<file path="config.mk">
export PLATFORM = sky130hd
export DESIGN_NAME = keypad_debounce_autorepeat_top_flat
export DESIGN_NICKNAME = d
export VERILOG_FILES = /design/src/hw/rtl/kda_pkg.sv /design/src/hw/rtl/kda_if.sv /design/src/hw/rtl/keypad_debounce_autorepeat_top.sv /design/src/hw/rtl/kda_key_repeat.sv /design/src/flat_wrapper.sv
export SDC_FILE = /design/constraint.sdc
export NUM_CORES = 2
export LEC_CHECK = 0
export ABC_AREA = 0
export BUFFER_PORTS_ARGS = -buffer_cell sky130_fd_sc_hd__buf_2
export CAP_MARGIN = 20
export CORE_ASPECT_RATIO = 1.5
export CORE_MARGIN = 3
export CORE_UTILIZATION = 50
export CTS_BUF_LIST = sky130_fd_sc_hd__clkbuf_8 sky130_fd_sc_hd__clkbuf_16
export CTS_CLUSTER_SIZE = 14
export DETAILED_ROUTE_END_ITERATION = 8
export GPL_ROUTABILITY_DRIVEN = 1
export GPL_TIMING_DRIVEN = 0
export PLACE_DENSITY = 0.72
export SLEW_MARGIN = 5
export SYNTH_ARGS = -nofsm -noshare
export SYNTH_HDL_FRONTEND = slang
export SYNTH_SLANG_ARGS = --single-unit
</file>
<file path="constraint.sdc">
create_clock -name clk -period 5 [get_ports clk]
set_clock_uncertainty 0.15 [all_clocks]
set_input_delay 0.5 -clock clk [delete_from_list [all_inputs] [get_ports clk]]
set_output_delay 0.5 -clock clk [all_outputs]
set_load 0.02 [all_outputs]
</file>
<file path="src/hw/rtl/kda_pkg.sv">
// Shared constants, types and a helper function of the keypad debounce block.
package kda_pkg;

  localparam int KEY_COUNT      = 12;
  localparam int TIME_BITS      = 20;
  localparam int CFG_DATA_BITS  = (TIME_BITS > KEY_COUNT) ? TIME_BITS : KEY_COUNT;
  localparam int CFG_INDEX_BITS = 3;

  typedef logic [KEY_COUNT-1:0]      key_vec_t;
  typedef logic [TIME_BITS-1:0]      time_t;
  typedef logic [CFG_INDEX_BITS-1:0] cfg_index_t;
  typedef logic [CFG_DATA_BITS-1:0]  cfg_data_t;

  // Register indexes of the configuration port.
  localparam cfg_index_t CFG_DEBOUNCE_TIME = cfg_index_t'(0);
  localparam cfg_index_t CFG_REPEAT_DELAY  = cfg_index_t'(1);
  localparam cfg_index_t CFG_REPEAT_PERIOD = cfg_index_t'(2);
  localparam cfg_index_t CFG_REPEAT_ENABLE = cfg_index_t'(3);

  // Register values after reset.
  localparam time_t    DEBOUNCE_TIME_RST = time_t'(5000);
  localparam time_t    REPEAT_DELAY_RST  = time_t'(400000);
  localparam time_t    REPEAT_PERIOD_RST = time_t'(150000);
  localparam key_vec_t REPEAT_ENABLE_RST = key_vec_t'(12'h0CF);
  localparam key_vec_t KEYS_RELEASED     = '1;
  localparam time_t    TIME_MAX          = '1;

  // Repeat state of one key.
  typedef enum logic [2:0] {
    PH_IDLE   = 3'b001,
    PH_WAIT   = 3'b010,
    PH_REPEAT = 3'b100
  } phase_t;

  // Per-key control handed from the top level to each repeat unit.
  typedef struct packed {
    logic step;     // a poll is being processed this cycle
    logic enabled;  // auto-repeat allowed for this key
    logic down;     // debounced level says pressed
    logic press;    // press edge on this poll
  } key_ctrl_t;

  // Saturating add of two time values.
  function automatic time_t sat_add(input time_t a, input time_t b);
    logic [TIME_BITS:0] s;
    s = {1'b0, a} + {1'b0, b};
    return s[TIME_BITS] ? TIME_MAX : s[TIME_BITS-1:0];
  endfunction

endpackage

</file>
<file path="src/hw/rtl/kda_if.sv">
// Handshake interfaces for the poll items and the result items.
interface kda_in_if;
  logic                  valid;
  logic                  ready;
  kda_pkg::key_vec_t     raw_keys;
  kda_pkg::time_t        elapsed_us;

  modport source (output valid, output raw_keys, output elapsed_us, input ready);
  modport sink   (input valid, input raw_keys, input elapsed_us, output ready);
endinterface

interface kda_out_if;
  logic                  valid;
  logic                  ready;
  kda_pkg::key_vec_t     key_levels;
  kda_pkg::key_vec_t     press_edges;
  kda_pkg::key_vec_t     release_edges;
  kda_pkg::key_vec_t     repeat_events;

  modport source (output valid, output key_levels, output press_edges,
                  output release_edges, output repeat_events, input ready);
  modport sink   (input valid, input key_levels, input press_edges,
                  input release_edges, input repeat_events, output ready);
endinterface

</file>
<file path="src/hw/rtl/keypad_debounce_autorepeat_top.sv">
// Top level of the keypad debounce and typematic repeat block.
//
// Usage: each item on in_ch is one poll of the keypad: twelve raw active-low
// key levels and the microseconds elapsed since the previous poll. For every
// poll exactly one item leaves on out_ch with the debounced levels, the press
// and release edges against the previous poll, and the repeat events of held
// keys whose auto-repeat is enabled.
// A poll is captured in the input register; its result is then loaded into the
// output register, where out_ch.valid shows it. Throughput is one poll per
// cycle while the receiver does not stall; the path between the registers
// is one saturating time add and compare for the sample decision, followed by
// one per-key saturating add and compare for the twelve repeat timers.
// When the receiver stalls, the result stays in the output register and the
// input register still takes one more poll; after that in_ch.ready drops until
// out_ch.ready returns. Nothing is lost or repeated.
// Reset (rst_n low at a clock edge) loads the default register values, marks
// all keys released, idles every repeat timer and sets the time since the
// last sample to its maximum, so the first poll always samples the keys.
// The user writes configuration via cfg_we, cfg_index and cfg_data only while
// no poll is in flight (unenforced); writes to unknown indexes are ignored.
module keypad_debounce_autorepeat_top (
  input  logic                  clk,
  input  logic                  rst_n,
  kda_in_if.sink                in_ch,
  kda_out_if.source             out_ch,
  input  logic                  cfg_we,
  input  kda_pkg::cfg_index_t   cfg_index,
  input  kda_pkg::cfg_data_t    cfg_data
);
  import kda_pkg::*;

  // Configuration registers.
  time_t    debounce_time_r;
  time_t    repeat_delay_r;
  time_t    repeat_period_r;
  key_vec_t repeat_enable_r;

  always_ff @(posedge clk) begin
    if (!rst_n) begin
      debounce_time_r <= DEBOUNCE_TIME_RST;
      repeat_delay_r  <= REPEAT_DELAY_RST;
      repeat_period_r <= REPEAT_PERIOD_RST;
      repeat_enable_r <= REPEAT_ENABLE_RST;
    end else if (cfg_we) begin
      case (cfg_index)
        CFG_DEBOUNCE_TIME: debounce_time_r <= cfg_data[TIME_BITS-1:0];
        CFG_REPEAT_DELAY:  repeat_delay_r  <= cfg_data[TIME_BITS-1:0];
        CFG_REPEAT_PERIOD: repeat_period_r <= cfg_data[TIME_BITS-1:0];
        CFG_REPEAT_ENABLE: repeat_enable_r <= cfg_data[KEY_COUNT-1:0];
        default: begin
          // Unknown index: the write is dropped.
          debounce_time_r <= debounce_time_r;
        end
      endcase
    end
  end

  // Input register. It advances whenever the output register is free or
  // being emptied in this cycle.
  logic     in_v_r;
  key_vec_t raw_r;
  time_t    dt_r;
  logic     advance;
  logic     step;

  assign advance     = !out_ch.valid || out_ch.ready;
  assign step        = in_v_r && advance;
  assign in_ch.ready = !in_v_r || advance;

  always_ff @(posedge clk) begin
    if (!rst_n) begin
      in_v_r <= 1'b0;
    end else if (in_ch.ready) begin
      in_v_r <= in_ch.valid;
    end
  end

  always_ff @(posedge clk) begin
    if (in_ch.valid && in_ch.ready) begin
      raw_r <= in_ch.raw_keys;
      dt_r  <= in_ch.elapsed_us;
    end
  end

  // Debounce: the held sample is also the previous poll's level, so the
  // edges compare the new sample against it.
  key_vec_t sampled_r, sampled_nxt;
  time_t    since_r, since_nxt;
  time_t    since_sum;
  logic     take_sample;
  key_vec_t presses;
  key_vec_t releases;
  key_vec_t repeats;

  always_comb begin
    since_sum   = sat_add(since_r, dt_r);
    take_sample = (since_sum >= debounce_time_r);
    sampled_nxt = take_sample ? raw_r : sampled_r;
    since_nxt   = take_sample ? '0 : since_sum;
    presses     = ~sampled_nxt & sampled_r;
    releases    = sampled_nxt & ~sampled_r;
  end

  always_ff @(posedge clk) begin
    if (!rst_n) begin
      sampled_r <= KEYS_RELEASED;
      since_r   <= TIME_MAX;
    end else if (step) begin
      sampled_r <= sampled_nxt;
      since_r   <= since_nxt;
    end
  end

  // One repeat unit per key, all stepping together.
  for (genvar k = 0; k < KEY_COUNT; k++) begin : g_key
    key_ctrl_t ctrl;

    assign ctrl.step    = step;
    assign ctrl.enabled = repeat_enable_r[k];
    assign ctrl.down    = !sampled_nxt[k];
    assign ctrl.press   = presses[k];

    kda_key_repeat u_rpt (
      .clk      (clk),
      .rst_n    (rst_n),
      .ctrl     (ctrl),
      .dt       (dt_r),
      .delay    (repeat_delay_r),
      .period   (repeat_period_r),
      .rpt_fire (repeats[k])
    );
  end

  // Output register.
  logic     out_v_r;
  key_vec_t levels_r;
  key_vec_t presses_r;
  key_vec_t releases_r;
  key_vec_t repeats_r;

  always_ff @(posedge clk) begin
    if (!rst_n) begin
      out_v_r <= 1'b0;
    end else if (advance) begin
      out_v_r <= in_v_r;
    end
  end

  always_ff @(posedge clk) begin
    if (step) begin
      levels_r   <= sampled_nxt;
      presses_r  <= presses;
      releases_r <= releases;
      repeats_r  <= repeats;
    end
  end

  assign out_ch.valid         = out_v_r;
  assign out_ch.key_levels    = levels_r;
  assign out_ch.press_edges   = presses_r;
  assign out_ch.release_edges = releases_r;
  assign out_ch.repeat_events = repeats_r;

`ifndef SYNTHESIS
  // A key cannot be pressed and released on the same poll.
  a_edges_exclusive: assert property (@(posedge clk) disable iff (!rst_n)
    out_ch.valid |-> ((out_ch.press_edges & out_ch.release_edges) == '0))
    else $error("press and release edge on the same key");

  // Repeat events only come from keys that are down, and never on the press.
  a_repeat_held: assert property (@(posedge clk) disable iff (!rst_n)
    out_ch.valid |-> (((out_ch.repeat_events & out_ch.key_levels) == '0) &&
                      ((out_ch.repeat_events & out_ch.press_edges) == '0)))
    else $error("repeat event on a released key or on a press edge");

  // Repeat events only for keys with auto-repeat enabled.
  a_repeat_enabled: assert property (@(posedge clk) disable iff (!rst_n)
    step |-> ((repeats & ~repeat_enable_r) == '0))
    else $error("repeat event on a disabled key");

  // With both registers full and the receiver stalled, no poll is taken.
  a_full_stall: assert property (@(posedge clk) disable iff (!rst_n)
    (in_v_r && out_ch.valid && !out_ch.ready) |-> !in_ch.ready)
    else $error("poll accepted while the pipeline is full");
`endif

endmodule

</file>
<file path="src/hw/rtl/kda_key_repeat.sv">
// Typematic repeat state and timer of one key.
module kda_key_repeat (
  input  logic                clk,
  input  logic                rst_n,
  input  kda_pkg::key_ctrl_t  ctrl,
  input  kda_pkg::time_t      dt,
  input  kda_pkg::time_t      delay,
  input  kda_pkg::time_t      period,
  output logic                rpt_fire
);
  import kda_pkg::*;

  phase_t phase_r, phase_nxt;
  time_t  timer_r, timer_nxt;
  time_t  sum;
  time_t  limit;

  always_comb begin
    phase_nxt = phase_r;
    timer_nxt = timer_r;
    rpt_fire  = 1'b0;
    sum       = sat_add(timer_r, dt);
    limit     = (phase_r == PH_WAIT) ? delay : period;
    if (!ctrl.enabled || !ctrl.down) begin
      phase_nxt = PH_IDLE;
      timer_nxt = '0;
    end else if (ctrl.press) begin
      phase_nxt = PH_WAIT;
      timer_nxt = '0;
    end else begin
      case (phase_r)
        PH_WAIT, PH_REPEAT: begin
          timer_nxt = sum;
          if (sum >= limit) begin
            rpt_fire  = 1'b1;
            phase_nxt = PH_REPEAT;
            timer_nxt = '0;
          end
        end
        default: begin
          // Idle, or a code that means nothing: wait for the next press.
          phase_nxt = phase_r;
        end
      endcase
    end
  end

  always_ff @(posedge clk) begin
    if (!rst_n) begin
      phase_r <= PH_IDLE;
      timer_r <= '0;
    end else if (ctrl.step) begin
      phase_r <= phase_nxt;
      timer_r <= timer_nxt;
    end
  end

endmodule
</file>
<file path="src/flat_wrapper.sv">
// flat-port wrapper written by rule: the top's interface ports become plain ports
module keypad_debounce_autorepeat_top_flat import kda_pkg::*;
  (clk, rst_n, cfg_we, cfg_index, cfg_data, in_ch_valid, in_ch_raw_keys, in_ch_elapsed_us, in_ch_ready, out_ch_valid, out_ch_key_levels, out_ch_press_edges, out_ch_release_edges, out_ch_repeat_events, out_ch_ready);
  kda_in_if in_ch_i ();
  kda_out_if out_ch_i ();
  input  logic clk;
  input  logic rst_n;
  input  logic cfg_we;
  input  kda_pkg::cfg_index_t cfg_index;
  input  kda_pkg::cfg_data_t cfg_data;
  input wire logic [$bits(in_ch_i.valid)-1:0] in_ch_valid;
  input wire logic [$bits(in_ch_i.raw_keys)-1:0] in_ch_raw_keys;
  input wire logic [$bits(in_ch_i.elapsed_us)-1:0] in_ch_elapsed_us;
  output wire logic [$bits(in_ch_i.ready)-1:0] in_ch_ready;
  output wire logic [$bits(out_ch_i.valid)-1:0] out_ch_valid;
  output wire logic [$bits(out_ch_i.key_levels)-1:0] out_ch_key_levels;
  output wire logic [$bits(out_ch_i.press_edges)-1:0] out_ch_press_edges;
  output wire logic [$bits(out_ch_i.release_edges)-1:0] out_ch_release_edges;
  output wire logic [$bits(out_ch_i.repeat_events)-1:0] out_ch_repeat_events;
  input wire logic [$bits(out_ch_i.ready)-1:0] out_ch_ready;
  assign in_ch_i.valid = in_ch_valid;
  assign in_ch_i.raw_keys = in_ch_raw_keys;
  assign in_ch_i.elapsed_us = in_ch_elapsed_us;
  assign in_ch_ready = in_ch_i.ready;
  assign out_ch_valid = out_ch_i.valid;
  assign out_ch_key_levels = out_ch_i.key_levels;
  assign out_ch_press_edges = out_ch_i.press_edges;
  assign out_ch_release_edges = out_ch_i.release_edges;
  assign out_ch_repeat_events = out_ch_i.repeat_events;
  assign out_ch_i.ready = out_ch_ready;
  keypad_debounce_autorepeat_top u_core (.clk(clk), .rst_n(rst_n), .in_ch(in_ch_i), .out_ch(out_ch_i), .cfg_we(cfg_we), .cfg_index(cfg_index), .cfg_data(cfg_data));
endmodule
</file>
==> run summary <==
Routed WL - 153700 um
Post-synth EDFFs - 80
DRC viols - 0
Final Hold Slack - 16.56 ps
main combinational cell family by area after synthesis - compound AO/OA/AOI/OAI gates
status - finished, violations left
Layout area overhead - 25.90%
final setup fails - 351
Starting Density - 50.68%
FF+latch count, synth - 462
Synth Flop Type - dfxtp_1
Post-Syn Area - 0.03752 mm^2
Mapped Nets - 5000
Worst VDD drop - 0.0002838 V
total of max-cap violations - 0
Max Buffers Root-to-Sink - 3
Final Cycle Share - 110.6%
Worst-Skew Late Latency - 660 ps
number of I/O port buffers - 108
GR met2 Demand/Resource - 58.60%
number of vias per cell - 6.510
Syn Inst Count - 4407
total gr overflow - 0
CP Data Arrival Time - 5920 ps
endpoint class of the critical path - flop
P per Cell Area - 263.1 mW/mm^2
Crit Path Class - flop to flop
# IOs - 110
H-Tree Depth - 2
post-synth top area cell - dfxtp_1
most common cell in the synthesized netlist - ha_1
Synth area leaders - dfxtp_1, ha_1, mux2i_1, edfxtp_1, nand2_1
syn_area_per_cell - 8.515 um^2
synth warn - 0
Synth Area in Compound Gates - 22.43%
CTS Buf Count - 49
GRT Total Usage - 36.59%
RD Place Congestion - 1.024
Unique masters post-synth - 96
Synth top cells by count - ha_1, nand2_1, nor2_1, dfxtp_1, a21oi_1
xor and xnor area share after synthesis - 4.738%
die width - 229.7 um
Hold Path Class - primary input to flop
Final #Nets - 5463
area share of the largest cell type after synthesis - 20.38%
normalized max-slew margin - 4.877%
critical path's slowest cell - edfxtp_1
antenna violations before repair - 4
GRT met1 Usage - 39.02%
1st-iter DRT viols - 3673
die area - 0.07844 mm^2
# placed instances - 5557
antenna viol nets, final - 0
CP Data Required Time - 5390 ps
router iterations before antenna repair - 6
Leakage - 0.02005 uW
sequential share of the synthesized area - 26.78%
Multi-input gate area - 0.02828 mm^2
DR WL/cell - 26.03 um
clk sinks - 462
Post-DP Area - 0.04053 mm^2
share of layout cells above drive strength 1 - 18.77%
routed via count - 38460
final-report max-slew violation count - 0
CP Max Fanout - 7
Root Driver - clkbuf_16
Final Power - 12430 uW
GR peak layer - met2
Period minus WS final - 5528 ps
CP most frequent cell - buf_12
Finished Layout Cells - 5907
Seq. cell area - 0.01005 mm^2
Top delay family on crit path - compound AO/OA/AOI/OAI gates
ys async rst share - 0%
largest net degree at the start of global routing - 34
Clock Pin Slew Worst Setup and Hold Paths - 70 ps
Die Y - 341.5 um
CP startpoint kind - flop
CTS tree - yes
RSZ-0062 raised after global routing - yes
Synth Area in Adders - 18.03%
met3 Track Usage GR - 7.537%
Fmax - 180.9 MHz
Final Cell Area - 0.04724 mm^2
final worst slack - -528.3 ps
post-synthesis simple-gate area fraction - 17.61%
multiplexer area fraction after synthesis - 7.136%
CP cell instances - buf_12 > ha_4 > fa_2 > a21o_1 > a211oi_2 > o31ai_4 > nor2_4 > o21ai_4 > a31oi_4 > buf_6 > buf_12 > buf_4 > nand2_1 > ha_1 > a211o_1 > a211oi_4 > o21ai_4 > buf_12 > buf_12 > a21o_4 > o21ai_4 > nand2_4 > buf_8 > a311oi_2
Slew @ Worst Pin - 1427 ps
dpl hpwl - 107700 um
wire length of the first global-routing pass - 217400 um
failing checks - negative setup slack
fillers - 5862
Core ar. - 0.07403 mm^2
Site Rows - 122
Final Hold Viols - 0
Critical Path Max Stage Delay - 460 ps
vias in the first global route - 36380
Buf/Inv on CP - 7
## layout by cell type (no fill, tap or decap), types with 29 or more instances in the layout
master           n
nand4_1         31
xor2_1          91
inv_1          109
o211ai_1        41
a21oi_1        274
a22o_1          72
nand3_1         88
clkbuf_1        85
buf_6           48
xnor2_1        112
buf_2          115
mux2i_1        252
edfxtp_1        80
dlygate4sd3_1   37
o21a_1          44
o21bai_1        31
nor2b_1         40
ha_1           498
nor2_1         393
o21ai_0        141
nor3_1          92
a211oi_2        29
buf_4          161
nand2_1        421
a211oi_1        54
a21o_1         161
a221o_1         33
dfxtp_1        382
nand2b_1       118
buf_8           50
clkbuf_16       63
## state kept, by name, summed over array words and instances (netlist names)
signal	cells
u_core.out_ch.valid	1
u_core.g_key.u_rpt.timer_r	240
u_core.since_r	20
u_core.repeat_delay_r	20
u_core.out_ch.key_levels	12
u_core.repeat_enable_r	12
u_core.repeat_period_r	20
u_core.out_ch.repeat_events	12
u_core.out_ch.press_edges	12
u_core.g_key.u_rpt.phase_r	36
u_core.out_ch.release_edges	12
u_core.in_v_r	1
u_core.raw_r	12
u_core.debounce_time_r	20
u_core.sampled_r	12
u_core.dt_r	20
## per-layer routing
metal  part of all wire [%]  vias to the layer above  wire length (um)
met2                     44                     2194             68010
met3                    9.5                      845             14650
met1                     33                    18240             51020
met5                  0.042                        -                64
met4                     13                        2             19980
li1                       -                    17180                 -
## through the flow
step / worst slack (ps) / utilization, % / TNS (ps)
after global placement: -2385 / 53.36 / -756820
after floorplan: 8.527 / - / 0
final: -528.3 / 63.81 / -124960
after detailed placement: -1822 / 54.74 / -498120
after CTS: -371.4 / 61.11 / -88260
after global routing: -593.9 / 63.80 / -157990
## logic make-up (layout without fill, tap and decap cells)
logic type,count (synthesis),in the layout
muxes,266,266
adders and majority gates,533,533
and+or+nand+nor,1432,1432
xor gates and xnor gates,203,203
buffers and inverters,303,807
other,0,4
AOI/OAI and AO/OA,1208,1208
DFF,462,462
## worst paths after layout
check                                  start                                end  slack (ps)  depth (start not counted)
setup / recovery              u_core.dt_r[0]  u_core.g_key[7].u_rpt.timer_r[17]        -530                         24
setup reg to reg              u_core.dt_r[0]  u_core.g_key[7].u_rpt.timer_r[17]        -530                         24
hold reg to reg   u_core.debounce_time_r[16]         u_core.debounce_time_r[16]         310                          2
hold / removal                  cfg_data[18]         u_core.repeat_period_r[18]          20                          3
## final cells by class
| type | count | share of cell area [%] |
|---|---|---|
| Clock buffer | 54 | 2.789 |
| Sequential cell | 462 | 21.27 |
| Tap cell | 992 | 2.627 |
| Timing Repair inverter | 1 | 0.01854 |
| Inverter | 109 | 0.8925 |
| Multi-Input combinational cell | 3642 | 59.85 |
| Clock inverter | 38 | 1.006 |
| Buffer | 193 | 2.847 |
| Timing Repair Buffer | 412 | 8.674 |
| Antenna cell | 4 | 0.02119 |
## tightest hold or removal path: cells and delay by family
family	cells	cell delay, ps
buf+inv	1	150
simple gates	1	70
compound gates	1	60
## report_power, final
part / switching (uW) / leakage (uW) / internal [uW] / total [uW]
logic: 2420 / 0.0153 / 1690 / 4110
clock network: 1790 / 0.000878 / 2430 / 4220
registers: 140 / 0.00388 / 3960 / 4100
## repair_timing
item	CTS	global route
endpoints found under the setup margin	356	356
gates cloned	18	15
buffers inserted	121	60
hold endpoints to repair	39	0
pin swaps	94	136
gates resized for setup	329	289
hold buffers	37	0
(Power assumes the default switching activity.)
